## src/impact_parameter_chi2_defines.svh

```systemverilog
// Assertion helpers for the RTL files; ipchi_back includes them.
`ifndef IMPACT_PARAMETER_CHI2_DEFINES_SVH
`define IMPACT_PARAMETER_CHI2_DEFINES_SVH
`ifndef SYNTHESIS
`define ASSERT_PROP(lbl, clk, rst, prop) \
   lbl: assert property (@(posedge clk) disable iff (rst) prop) \
      else $error("assertion failed: %m");
`define ASSERT_NEVER(lbl, clk, rst, cond) \
   lbl: assert property (@(posedge clk) disable iff (rst) !(cond)) \
      else $error("forbidden condition: %m");
`else
`define ASSERT_PROP(lbl, clk, rst, prop)
`define ASSERT_NEVER(lbl, clk, rst, cond)
`endif
`endif

```

## src/ipchi_pkg.sv

```systemverilog
package ipchi_pkg;

   localparam int FRAC_BITS_DEF = 24;
   localparam int WORD_BITS_DEF = 48;
   localparam int IN_BITS = 48;
   localparam int CHI_BITS = 48;
   localparam int STATUS_BITS = 2;
   localparam int SLOT_BITS = 5;
   localparam int NUM_SLOTS = 24;
   localparam int ADDR_BITS = 5;
   localparam int PROG_LEN = 58;
   localparam int PC_BITS = 6;

   localparam logic [STATUS_BITS-1:0] STATUS_OK = 2'd0;
   localparam logic [STATUS_BITS-1:0] STATUS_SINGULAR = 2'd1;
   localparam logic [STATUS_BITS-1:0] STATUS_SATURATED = 2'd2;

   // Operand slots.
   localparam logic [ADDR_BITS-1:0] SL_X = 5'd0;
   localparam logic [ADDR_BITS-1:0] SL_Y = 5'd1;
   localparam logic [ADDR_BITS-1:0] SL_Z = 5'd2;
   localparam logic [ADDR_BITS-1:0] SL_TX = 5'd3;
   localparam logic [ADDR_BITS-1:0] SL_TY = 5'd4;
   localparam logic [ADDR_BITS-1:0] SL_C00 = 5'd5;
   localparam logic [ADDR_BITS-1:0] SL_C10 = 5'd6;
   localparam logic [ADDR_BITS-1:0] SL_C11 = 5'd7;
   localparam logic [ADDR_BITS-1:0] SL_C20 = 5'd8;
   localparam logic [ADDR_BITS-1:0] SL_C21 = 5'd9;
   localparam logic [ADDR_BITS-1:0] SL_C22 = 5'd10;
   localparam logic [ADDR_BITS-1:0] SL_C30 = 5'd11;
   localparam logic [ADDR_BITS-1:0] SL_C31 = 5'd12;
   localparam logic [ADDR_BITS-1:0] SL_C32 = 5'd13;
   localparam logic [ADDR_BITS-1:0] SL_C33 = 5'd14;
   localparam logic [ADDR_BITS-1:0] SL_VX = 5'd15;
   localparam logic [ADDR_BITS-1:0] SL_VY = 5'd16;
   localparam logic [ADDR_BITS-1:0] SL_VZ = 5'd17;
   localparam logic [ADDR_BITS-1:0] SL_V00 = 5'd18;
   localparam logic [ADDR_BITS-1:0] SL_V10 = 5'd19;
   localparam logic [ADDR_BITS-1:0] SL_V11 = 5'd20;
   localparam logic [ADDR_BITS-1:0] SL_V20 = 5'd21;
   localparam logic [ADDR_BITS-1:0] SL_V21 = 5'd22;
   localparam logic [ADDR_BITS-1:0] SL_V22 = 5'd23;

   // Scratch words above the operand slots.
   localparam logic [ADDR_BITS-1:0] T0 = 5'd24;
   localparam logic [ADDR_BITS-1:0] T1 = 5'd25;
   localparam logic [ADDR_BITS-1:0] T2 = 5'd26;
   localparam logic [ADDR_BITS-1:0] T3 = 5'd27;
   localparam logic [ADDR_BITS-1:0] T4 = 5'd28;
   localparam logic [ADDR_BITS-1:0] T5 = 5'd29;
   localparam logic [ADDR_BITS-1:0] T6 = 5'd30;
   localparam logic [ADDR_BITS-1:0] T7 = 5'd31;

   typedef enum logic [1:0] {OP_ADD, OP_SUB, OP_MUL, OP_DIV} op_type;

   typedef struct packed {
      op_type op;
      logic [ADDR_BITS-1:0] src_a;
      logic [ADDR_BITS-1:0] src_b;
      logic [ADDR_BITS-1:0] dst;
   } uop_type;

   // Classified input word as it travels from the front to the back.
   typedef struct packed {
      logic slot_ok;
      logic [SLOT_BITS-1:0] slot;
      logic last;
   } cmd_type;

   function automatic uop_type uop(op_type op, logic [ADDR_BITS-1:0] a,
                                   logic [ADDR_BITS-1:0] b, logic [ADDR_BITS-1:0] d);
      uop_type u;
      u.op = op;
      u.src_a = a;
      u.src_b = b;
      u.dst = d;
      return u;
   endfunction

   // Microprogram: extrapolation, residual covariance, determinant, numerator, divide.
   function automatic uop_type ucode(logic [PC_BITS-1:0] pc);
      uop_type u;
      case (pc)
         6'd0: u = uop(OP_SUB, SL_VZ, SL_Z, T0);
         6'd1: u = uop(OP_MUL, T0, SL_TX, T1);
         6'd2: u = uop(OP_ADD, SL_X, T1, T1);
         6'd3: u = uop(OP_SUB, T1, SL_VX, T1);
         6'd4: u = uop(OP_MUL, T0, SL_TY, T2);
         6'd5: u = uop(OP_ADD, SL_Y, T2, T2);
         6'd6: u = uop(OP_SUB, T2, SL_VY, T2);
         6'd7: u = uop(OP_MUL, T0, T0, T3);
         6'd8: u = uop(OP_ADD, SL_V00, SL_C00, T4);
         6'd9: u = uop(OP_MUL, T3, SL_C22, T5);
         6'd10: u = uop(OP_MUL, T0, SL_C20, T6);
         6'd11: u = uop(OP_ADD, T6, T6, T6);
         6'd12: u = uop(OP_ADD, T5, T6, T5);
         6'd13: u = uop(OP_ADD, T4, T5, T4);
         6'd14: u = uop(OP_ADD, SL_V10, SL_C10, T5);
         6'd15: u = uop(OP_MUL, T3, SL_C32, T6);
         6'd16: u = uop(OP_ADD, SL_C30, SL_C21, T7);
         6'd17: u = uop(OP_MUL, T0, T7, T7);
         6'd18: u = uop(OP_ADD, T6, T7, T6);
         6'd19: u = uop(OP_ADD, T5, T6, T5);
         6'd20: u = uop(OP_ADD, SL_V11, SL_C11, T6);
         6'd21: u = uop(OP_MUL, T3, SL_C33, T7);
         6'd22: u = uop(OP_MUL, T0, SL_C31, T3);
         6'd23: u = uop(OP_ADD, T3, T3, T3);
         6'd24: u = uop(OP_ADD, T7, T3, T7);
         6'd25: u = uop(OP_ADD, T6, T7, T6);
         6'd26: u = uop(OP_MUL, SL_TX, SL_TX, T0);
         6'd27: u = uop(OP_MUL, T0, SL_V22, T0);
         6'd28: u = uop(OP_MUL, SL_TX, SL_V20, T3);
         6'd29: u = uop(OP_ADD, T3, T3, T3);
         6'd30: u = uop(OP_SUB, T0, T3, T0);
         6'd31: u = uop(OP_ADD, T4, T0, T4);
         6'd32: u = uop(OP_MUL, SL_TX, SL_TY, T0);
         6'd33: u = uop(OP_MUL, T0, SL_V22, T0);
         6'd34: u = uop(OP_MUL, SL_TY, SL_V20, T3);
         6'd35: u = uop(OP_SUB, T0, T3, T0);
         6'd36: u = uop(OP_MUL, SL_TX, SL_V21, T3);
         6'd37: u = uop(OP_SUB, T0, T3, T0);
         6'd38: u = uop(OP_ADD, T5, T0, T5);
         6'd39: u = uop(OP_MUL, SL_TY, SL_TY, T0);
         6'd40: u = uop(OP_MUL, T0, SL_V22, T0);
         6'd41: u = uop(OP_MUL, SL_TY, SL_V21, T3);
         6'd42: u = uop(OP_ADD, T3, T3, T3);
         6'd43: u = uop(OP_SUB, T0, T3, T0);
         6'd44: u = uop(OP_ADD, T6, T0, T6);
         6'd45: u = uop(OP_MUL, T4, T6, T0);
         6'd46: u = uop(OP_MUL, T5, T5, T3);
         6'd47: u = uop(OP_SUB, T0, T3, T0);
         6'd48: u = uop(OP_MUL, T1, T1, T3);
         6'd49: u = uop(OP_MUL, T3, T6, T3);
         6'd50: u = uop(OP_MUL, T1, T2, T7);
         6'd51: u = uop(OP_MUL, T7, T5, T7);
         6'd52: u = uop(OP_ADD, T7, T7, T7);
         6'd53: u = uop(OP_SUB, T3, T7, T3);
         6'd54: u = uop(OP_MUL, T2, T2, T7);
         6'd55: u = uop(OP_MUL, T7, T4, T7);
         6'd56: u = uop(OP_ADD, T3, T7, T3);
         default: u = uop(OP_DIV, T3, T0, T0);
      endcase
      return u;
   endfunction

endpackage

```

## src/ipchi_front.sv

```systemverilog
module ipchi_front #(
   parameter int WORD_BITS = ipchi_pkg::WORD_BITS_DEF
) (
   input  logic clock,
   input  logic reset,
   input  logic req_push,
   output logic req_full,
   input  logic [ipchi_pkg::SLOT_BITS-1:0] req_slot,
   input  logic [ipchi_pkg::IN_BITS-1:0] req_value,
   input  logic req_last,
   output logic head_valid,
   output ipchi_pkg::cmd_type head_cmd,
   output logic [WORD_BITS-1:0] head_value,
   input  logic head_pop
);

   localparam int W = WORD_BITS;
   localparam int EW = ((ipchi_pkg::IN_BITS > W) ? ipchi_pkg::IN_BITS : W) + 1;

   logic signed [EW-1:0] val_ext;
   logic signed [EW-1:0] wmax_ext;
   logic signed [EW-1:0] wmin_ext;
   logic [W-1:0] val_clamp;
   ipchi_pkg::cmd_type cmd;
   logic push_ok;

   ipchi_pkg::cmd_type ent_cmd_ff [2];
   logic [W-1:0] ent_val_ff [2];
   logic wr_ptr_ff, wr_ptr_in;
   logic rd_ptr_ff, rd_ptr_in;
   logic [1:0] count_ff, count_in;

   // Clamp the operand to the word range and mark slots that do not exist.
   always_comb begin
      val_ext = EW'($signed(req_value));
      wmax_ext = {{(EW-W+1){1'b0}}, {(W-1){1'b1}}};
      wmin_ext = ~wmax_ext;
      if (val_ext > wmax_ext) begin
         val_clamp = wmax_ext[W-1:0];
      end else if (val_ext < wmin_ext) begin
         val_clamp = wmin_ext[W-1:0];
      end else begin
         val_clamp = val_ext[W-1:0];
      end
      cmd.slot_ok = (req_slot < ipchi_pkg::SLOT_BITS'(ipchi_pkg::NUM_SLOTS));
      cmd.slot = req_slot;
      cmd.last = req_last;
   end

   // Two-word queue toward the back.
   assign req_full = (count_ff == 2'd2);
   assign push_ok = req_push && !req_full;
   assign head_valid = (count_ff != 2'd0);
   assign head_cmd = ent_cmd_ff[rd_ptr_ff];
   assign head_value = ent_val_ff[rd_ptr_ff];

   always_comb begin
      wr_ptr_in = wr_ptr_ff ^ push_ok;
      rd_ptr_in = rd_ptr_ff ^ (head_pop && head_valid);
      count_in = count_ff + 2'(push_ok) - 2'(head_pop && head_valid);
   end

   always_ff @(posedge clock) begin
      if (reset) begin
         wr_ptr_ff <= 1'b0;
         rd_ptr_ff <= 1'b0;
         count_ff <= 2'd0;
      end else begin
         wr_ptr_ff <= wr_ptr_in;
         rd_ptr_ff <= rd_ptr_in;
         count_ff <= count_in;
      end
   end

   always_ff @(posedge clock) begin
      if (push_ok) begin
         ent_cmd_ff[wr_ptr_ff] <= cmd;
         ent_val_ff[wr_ptr_ff] <= val_clamp;
      end
   end

endmodule

```

## config.mk

```make
export PLATFORM = sky130hd
export DESIGN_NAME = ipchi_front
export DESIGN_NICKNAME = d
export VERILOG_FILES = /design/src/impact_parameter_chi2_defines.svh /design/src/ipchi_pkg.sv /design/src/ipchi_front.sv
export SDC_FILE = /design/constraint.sdc
export NUM_CORES = 1
export LEC_CHECK = 0
export ABC_AREA = 1
export BUFFER_PORTS_ARGS = -buffer_cell sky130_fd_sc_hd__buf_4
export CORE_MARGIN = 4
export CORE_UTILIZATION = 41
export DETAILED_ROUTE_END_ITERATION = 10
export PLACE_DENSITY_LB_ADDON = 0.15
export SYNTH_ARGS = -nofsm -noshare
export SYNTH_HDL_FRONTEND = slang
export SYNTH_SLANG_ARGS = --single-unit
export TNS_END_PERCENT = 20
```

## constraint.sdc

```tcl
create_clock -name clock -period 3.9 [get_ports clock]
set_input_delay 0.39 -clock clock [delete_from_list [all_inputs] [get_ports clock]]
set_output_delay 0.39 -clock clock [all_outputs]
set_load 0.02 [all_outputs]
```

==> out/results.tsv, run 1 <==
metric	value	unit
globalplace.congestion	0.728	
outcome	complete, no violations	
cts-resized-gates	0	
area_delta_synth_final	32.1	%
numCtsBuffers	17	
drc	0	
clock_skew	5.40	ps
firstDrtPassIters	4	
tightest_slew	950	ps
cts_max_level	4	
synthesis.area	4500	um2
leakagePower	2.33	nW
post-synth-top-count-cell	edfxtp_1	
worst_hold_path_type	in2reg	
drv_slew	0	
fillers	829	
coreArea	10500	um2
syn-num-nets	317	
fin_crit	2470	ps
stdcell_count	486	
grt-ovfl-total	0	
hold_buffers	0	
crit_path_start_kind	flip-flop	
die_h	113	um
fin_nets	399	
clockRootBuffer	clkbuf_8	
avgRoutedWirePerCell	15.4	um
dp_hpwl	4.84	mm
criticalPathCategory	reg2out	
synth_cells	255	
clk_latency	490	ps
antenna_left	0	
fin_crit_sh	63.2	%
vias	2229	
crit_arrival	2080	ps
vias_per_cell	4.59	
max_freq	406	MHz
grt_antenna_before_repair	0	
worstPathRequired	3510	ps
grt_max_degree	58	
yosys_warnings	0	
syn_area_per_cell	17.7	um2
drive_above_1_share	59.1	%
p_per_area	729	nW/um2
synthArstFlopShare	0	%
rows	37	
yosysSeqAreaShare	75.2	%
cts_tree	done	
synthFlopType	edfxtp_1	
place_area	5320	um2
wl	7.49	mm
path_clk_slew	50	ps
endpoint_kind	output port	
n_antenna_cell	0	
cp_max_fo	57	
synth.top_cell.area_share	73.4	%
dp.cells	454	
fin_tns_setup	0	ps
post_cts_buffers	0	
maxCapViolCount	0	
die_w	113	um
grt_pass1_vias	2427	
die_area	12700	um2
cts_sinks	114	
initial_core_util	42.8	%
pre_cts_slack	1840	ps
fin_area	5950	um2
synth_enable_flop_cells	110	
drtIter0Drc	80	
finish.utilization	56.6	%
grt_pass1_wl	11.7	mm
synthTopCellsByArea	edfxtp_1 73%, mux2_4 9.3%, mux2_2 6.8%, clkbuf_1 4.0%, dfxtp_1 1.8%	
num_io_pins	115	
synth_commonest_cells	110 x edfxtp_1, 48 x clkbuf_1, 28 x mux2_4, 27 x mux2_2, 10 x inv_1	
synth_area_leader_cell	edfxtp_1	
yosys_register_bits	114	
synth.distinct_cells	13	
grt.total_usage	12.2	%
setup_viol	0	
slew_headroom	36.6	%
layout_setup_ws	1430	ps
clock_path_buffers	2	
rsz0062_at_grt	no	
portBuffers	114	
peakVddDrop	0.427	mV
hold_viol	0	
metrics by stage:
stage	total power, mW	hold WS (ps)
6_report	4.33	72.2
5_1_grt	4.55	39.7
4_1_cts	4.40	41.4
3_5_place_dp	2.81	571
3_3_place_gp	2.80	564
2_1_floorplan	2.40	457
critical path, cell delays in order, from the launching register on:
cell	delay, ps
dfxtp_4	960
mux2_2	430
buf_4	160
cell type report:
type                       count  area [um2]  share of cell area, %
inverter                      10        37.5                  0.631
sequential                   114        3390                   57.0
clock inverter                15         209                   3.51
tap                          136         170                   2.86
clock buffer                  17         414                   6.96
timing repair buffer         117         878                   14.8
multi-input combinational     77         851                   14.3
cell families (layout without fill, tap and decap cells):
kind of cell	count (synthesis)	in the layout	synth area share [%]
simple gates	17	17	1.47
mux	55	55	16.1
fa+ha+maj	4	4	1.11
compound gates	1	1	0.111
buf+inv	64	159	6.06
flops	114	114	75.2
state kept, by name (all words and copies together) (netlist names):
| name | flops |
|---|---|
| wr_ptr_ff | 1 |
| ent_val_ff | 96 |
| rd_ptr_ff | 1 |
| count_ff | 2 |
| ent_cmd_ff | 14 |
where the power goes:
group	switching [mW]	internal (mW)
combinational	0.530	0.522
sequential	0.120	1.58
clock	0.535	1.04
layout by cell type, fill, tap and decap left out, types with 2 or more instances in the layout:
master / n
buf_4: 117
bufinv_16: 4
clkbuf_16: 16
clkinv_2: 2
clkinv_4: 5
clkinvlp_4: 2
dfxtp_1: 3
edfxtp_1: 110
ha_1: 2
ha_2: 2
inv_1: 10
mux2_2: 27
mux2_4: 28
nand2_1: 6
nand3_1: 2
nor2_1: 9
routing by layer:
metal	GRT usage [%]	routed length, um
met1	14.2	3150
met2	19.5	3580
met3	6.04	712
met4	4.57	56
met5	0	0
final timing paths:
path,cells past startpoint,to,slack (ps),start
worst max-delay path,2,head_value[2],1430,rd_ptr_ff
worst min-delay path,2,wr_ptr_ff,70,reset
worst max register to register,5,ent_cmd_ff[1][5],1920,count_ff[1]
worst min register to register,3,count_ff[1],590,count_ff[1]
Power figures use the tool's default switching activity.
==> run 2, diff against run 1 <==
==> constraint.sdc (replaced) <==
create_clock -name clock -period 2 [get_ports clock]
set_input_delay 0.2 -clock clock [delete_from_list [all_inputs] [get_ports clock]]
set_output_delay 0.2 -clock clock [all_outputs]
set_load 0.02 [all_outputs]
==> out/results.tsv, run 2 (same netlist as run 1, synthesis figures left out) <==
metric	value	unit	change
reg2reg_to	ent_val_ff[1][17]		was ent_cmd_ff[1][5]
maxCapViolCount	0		unchanged
use_met1	15.4	%	was 14.2%
firstDrtPassIters	4		unchanged
top_regs	ent_val_ff: 96 flops, ent_cmd_ff: 14 flops, count_ff: 2 flops		unchanged
die_h	113	um	unchanged
rr_worst_depth	5		unchanged
drtIter0Drc	65		was 80
drv_slew	0		unchanged
peakVddDrop	0.637	mV	was 0.427 mV
fin_crit_sh	94.1	%	
critPathLaunch	rd_ptr_ff		unchanged
path_clk_slew	50	ps	about the same
drive_above_1_share	50.7	%	was 59.1%
worst_hold_slack	297	ps	was 72.2 ps
endpoint_kind	output port		unchanged
vias_per_cell	4.45		was 4.59
total_power	8.30	mW	was 4.33 mW
met2_usage	21.8	%	was 19.5%
fillers	781		was 829
fin_crit	1880	ps	
leakagePower	2.58	nW	was 2.33 nW
p_per_area	1270	nW/um2	was 729 nW/um2
coreArea	10500	um2	unchanged
globalplace.congestion	0.691		was 0.728
largest_reg_flops	96		unchanged
grt_pass1_wl	12.7	mm	was 11.7 mm
place_area	5420	um2	was 5320 um2
grt-ovfl-total	0		unchanged
numCtsBuffers	17		unchanged
die_area	12700	um2	unchanged
slew_headroom	76.8	%	was 36.6%
cts_sinks	114		unchanged
cts_tree	done		unchanged
cts_max_level	4		unchanged
rows	37		unchanged
tightest_slew	348	ps	was 950 ps
min_path_cells	5		was 2
cts-resized-gates	0		unchanged
grt_pass1_vias	2631		was 2427
rrSetupSlack	350	ps	was 1920 ps
clock_skew	7.99	ps	was 5.40 ps
max_freq	532	MHz	
drc	0		unchanged
pre_cts_slack	337	ps	was 1840 ps
vias	2445		was 2229
final_cell_mix	120 x buf_4, 110 x edfxtp_1, 56 x dlygate4sd3_1		was 117 x buf_4, 110 x edfxtp_1, 28 x mux2_4
rsz0062_at_grt	no		unchanged
r2r-start	count_ff[1]		unchanged
hold_viol	0		unchanged
worst_hold_path_type	in2reg		unchanged
wl	8.03	mm	was 7.49 mm
antenna_left	0		unchanged
fin_tns_setup	0	ps	unchanged
clockRootBuffer	clkbuf_8		unchanged
clk_latency	500	ps	was 490 ps
outcome	complete, no violations		unchanged
fin_area	6560	um2	was 5950 um2
dp_hpwl	5.12	mm	was 4.84 mm
fin_nets	464		was 399
setup_viol	0		unchanged
criticalPathCategory	reg2out		unchanged
layout_setup_ws	119	ps	was 1430 ps
layout_commonest_cell	buf_4		unchanged
die_w	113	um	unchanged
crit_arrival	1680	ps	was 2080 ps
worstPathRequired	1800	ps	was 3510 ps
crit_path_start_kind	flip-flop		unchanged
portBuffers	114		unchanged
min_from	req_push		was reset
cp_max_fo	12		was 57
num_io_pins	115		unchanged
grt.total_usage	13.2	%	was 12.2%
grtUsageMet3	5.40	%	was 6.04%
initial_core_util	42.8	%	unchanged
top_register	ent_val_ff		unchanged
hold_path_end	wr_ptr_ff		unchanged
grt.busiest_layer	met2		unchanged
grt_antenna_before_repair	0		unchanged
clock_path_buffers	2		unchanged
area_delta_synth_final	45.7	%	was 32.1%
avgRoutedWirePerCell	14.6	um	was 15.4 um
grt_max_degree	31		was 58
n_antenna_cell	0		unchanged
-- run 2: changes by cell type in the layout (fill, tap and decap cells not counted), sizes merged --
cell | before | now
dlygate4sd3 | 0 | 56
buf | 117 | 126
bufinv | 4 | 2
clkbuf | 17 | 19
inv | 12 | 10
clkinvlp | 2 | 3
-- run 2: what timing repair did --
item,in CTS,in global routing
hold endpoints to repair,114,0
pin swaps,0,0
hold buffers,56,0
setup endpoints to repair,34,6
cloned,0,0
buffers inserted,1,4
-- run 2: worst max-delay path by stage --
stage | to | slack [ps] | cells after the start
after floorplan | ent_cmd_ff[1][0] | -480 | 4
after global placement | ent_cmd_ff[0][0] | 400 | 5
after detailed placement | ent_val_ff[1][42] | 340 | 5
after CTS | head_value[7] | 20 | 3
after global routing | head_value[13] | 50 | 3
final | head_value[7] | 120 | 3
-- run 2: worst max-delay path, cell delays in order, from the launching register on --
cell	delay, ps
dfxtp_4	450
buf_6	220
mux2_2	360
buf_4	160
-- run 2: routing by layer --
metal  up-vias  share of wire (%)
li1       1183                  -
met1      1163                 41
met2        91                 50
met3         8                7.8
met4         0               0.97
met5         -                  0
-- run 2: power breakdown --
| part | internal (mW) | total, mW | switching, mW |
|---|---|---|---|
| logic | 1.21 | 2.43 | 1.21 |
| clock network | 1.74 | 2.68 | 0.946 |
| registers | 3.08 | 3.19 | 0.109 |
-- run 2: cell type report --
type | count | area [um2] | area share, %
clock buffer | 19 | 422 | 6.43
inverter | 10 | 37.5 | 0.572
tap | 136 | 170 | 2.59
clock inverter | 12 | 118 | 1.79
multi-input combinational | 77 | 851 | 13.0
timing repair buffer | 182 | 1570 | 24.0
sequential | 114 | 3390 | 51.7
-- run 2: stage by stage --
| stage | instances | utilization [%] |
|---|---|---|
| after global routing | 550 | 62.4 |
| after detailed placement | 458 | 51.5 |
| after global placement | 458 | 51.5 |
| after CTS | 546 | 62.1 |
| after floorplan | 255 | - |
| final | 550 | 62.4 |
==> run 3, diff against run 2 <==
--- a/config.mk
+++ b/config.mk
@@ -7,7 +7,7 @@
 export LEC_CHECK = 0
 export ABC_AREA = 1
 export BUFFER_PORTS_ARGS = -buffer_cell sky130_fd_sc_hd__buf_4
-export CORE_MARGIN = 4
+export CORE_MARGIN = 2
 export CORE_UTILIZATION = 41
 export DETAILED_ROUTE_END_ITERATION = 10
 export PLACE_DENSITY_LB_ADDON = 0.15
==> out/results.tsv, run 3 (same netlist as run 1, synthesis figures left out) <==
metric	value	unit	change
outcome	complete, no violations		unchanged
drtIter0Drc	88		was 65
critical_path.cell_chain	buf_12 > mux2_2 > buf_4		was buf_6 > mux2_2 > buf_4
top_regs	ent_val_ff: 96 flops, ent_cmd_ff: 14 flops, count_ff: 2 flops		unchanged
clk_latency	500	ps	about the same
portBuffers	114		unchanged
cts_max_level	4		unchanged
n_antenna_cell	0		unchanged
grt_max_degree	26		was 31
final_cell_mix	120 x buf_4, 110 x edfxtp_1, 56 x dlygate4sd3_1		unchanged
rrSetupSlack	320	ps	was 350 ps
die_h	109	um	was 113 um
die_area	11800	um2	was 12700 um2
num_io_pins	115		unchanged
worstPathRequired	1800	ps	about the same
grt-ovfl-total	0		unchanged
critPathLaunch	rd_ptr_ff		unchanged
tightest_slew	361	ps	was 348 ps
maxCapViolCount	0		unchanged
cp_max_fo	14		was 12
grt_pass1_wl	12.2	mm	was 12.7 mm
initial_core_util	41.7	%	was 42.8%
slew_headroom	75.8	%	was 76.8%
p_per_area	1250	nW/um2	was 1270 nW/um2
drv_slew	0		unchanged
reg2reg_to	ent_val_ff[1][29]		was ent_val_ff[1][17]
critPathSlowestCell	dfxtp_4		unchanged
hold_viol	0		unchanged
globalplace.congestion	0.707		was 0.691
grt_antenna_before_repair	0		unchanged
wl	7.93	mm	was 8.03 mm
max_freq	549	MHz	was 532 MHz
die_w	109	um	was 113 um
fin_crit	1820	ps	was 1880 ps
area_delta_synth_final	44.7	%	was 45.7%
antenna_left	0		unchanged
path_clk_slew	50	ps	about the same
cts_sinks	114		unchanged
layout_commonest_cell	buf_4		unchanged
fillers	826		was 781
rsz0062_at_grt	no		unchanged
dp_hpwl	4.95	mm	was 5.12 mm
clock_skew	5.07	ps	was 7.99 ps
endpoint_kind	output port		unchanged
fin_tns_setup	0	ps	unchanged
crit_arrival	1620	ps	was 1680 ps
clockRootBuffer	clkbuf_8		unchanged
vias	2499		was 2445
leakagePower	2.57	nW	was 2.58 nW
grt_pass1_vias	2573		was 2631
largest_reg_flops	96		unchanged
rows	38		was 37
worst-path-stages	3		unchanged
place_area	5420	um2	about the same
peakVddDrop	0.716	mV	was 0.637 mV
setup_viol	0		unchanged
avgRoutedWirePerCell	14.3	um	was 14.6 um
min_path_cells	5		unchanged
crit_path_start_kind	flip-flop		unchanged
vias_per_cell	4.51		was 4.45
numCtsBuffers	17		unchanged
r2r-start	count_ff[1]		unchanged
worst_hold_path_type	in2reg		unchanged
cpPeakStageDelay	420	ps	was 450 ps
drive_above_1_share	50.0	%	was 50.7%
fin_crit_sh	91.0	%	was 94.1%
fin_area	6520	um2	was 6560 um2
coreArea	10800	um2	was 10500 um2
firstDrtPassIters	4		unchanged
path_delay_family	flip-flops		unchanged
worstSetupEndpoint	head_value[47]		was head_value[7]
fin_nets	463		was 464
clock_path_buffers	2		unchanged
worstPathBufferInverterCount	2		unchanged
top_register	ent_val_ff		unchanged
cts_tree	done		unchanged
worst_hold_slack	329	ps	was 297 ps
rr_worst_depth	5		unchanged
grt.total_usage	14.3	%	was 13.2%
drc	0		unchanged
criticalPathCategory	reg2out		unchanged
==> run 3: report_power, final <==
group          total, mW  internal (mW)  switching, mW
sequential          3.18           3.08         0.0995
clock               2.54           1.62          0.927
combinational       2.43           1.21           1.23
total               8.15           5.90           2.25
==> run 3: layout make-up <==
cell class	instances	area (um2)	area share [%]
clock buffers	23	437	6.70
clock inverters	9	67.6	1.04
inverters	10	37.5	0.576
multi-input cells	77	851	13.1
flip-flops and latches	114	3390	52.0
well taps	140	175	2.69
repair buffers	181	1560	24.0
==> run 3: worst reg2reg max path, cell delays in order, from the launching register on <==
cell and delay, ps:
dfxtp_1 300, inv_1 110, nor2_1 80, nor2_1 290, ha_2 310, buf_4 270
==> run 3: routing by layer <==
metal	up-vias	share of wire (%)	global-route usage (%)
li1	1187	-	-
met1	1205	44	17.3
met2	91	47	22.6
met3	16	6.1	5.02
met4	0	2.1	7.23
met5	-	0	0
==> run 3: repair_timing <==
item,CTS,global route
hold buffers,56,0
buffers inserted,2,0
gates resized for setup,0,0
hold endpoints to repair,114,0
setup endpoints to repair,40,0
==> run 3: how the worst min path moves through the flow <==
stage	start	end	slack, ps
after global placement	req_value[45]	ent_val_ff[1][45]	390
final	req_push	wr_ptr_ff	330
after global routing	req_push	wr_ptr_ff	330
after detailed placement	req_value[46]	ent_val_ff[1][46]	390
after floorplan	reset	wr_ptr_ff	270
after CTS	req_push	wr_ptr_ff	290
==> run 3: metrics by stage <==
step	util (%)	total power [mW]	worst slack [ps]	cells
after floorplan	-	4.68	-478	255
after global placement	50.3	5.55	358	464
after detailed placement	50.3	5.57	339	464
after CTS	60.4	8.27	137	554
after global routing	60.4	8.54	102	554
final	60.4	8.15	179	554
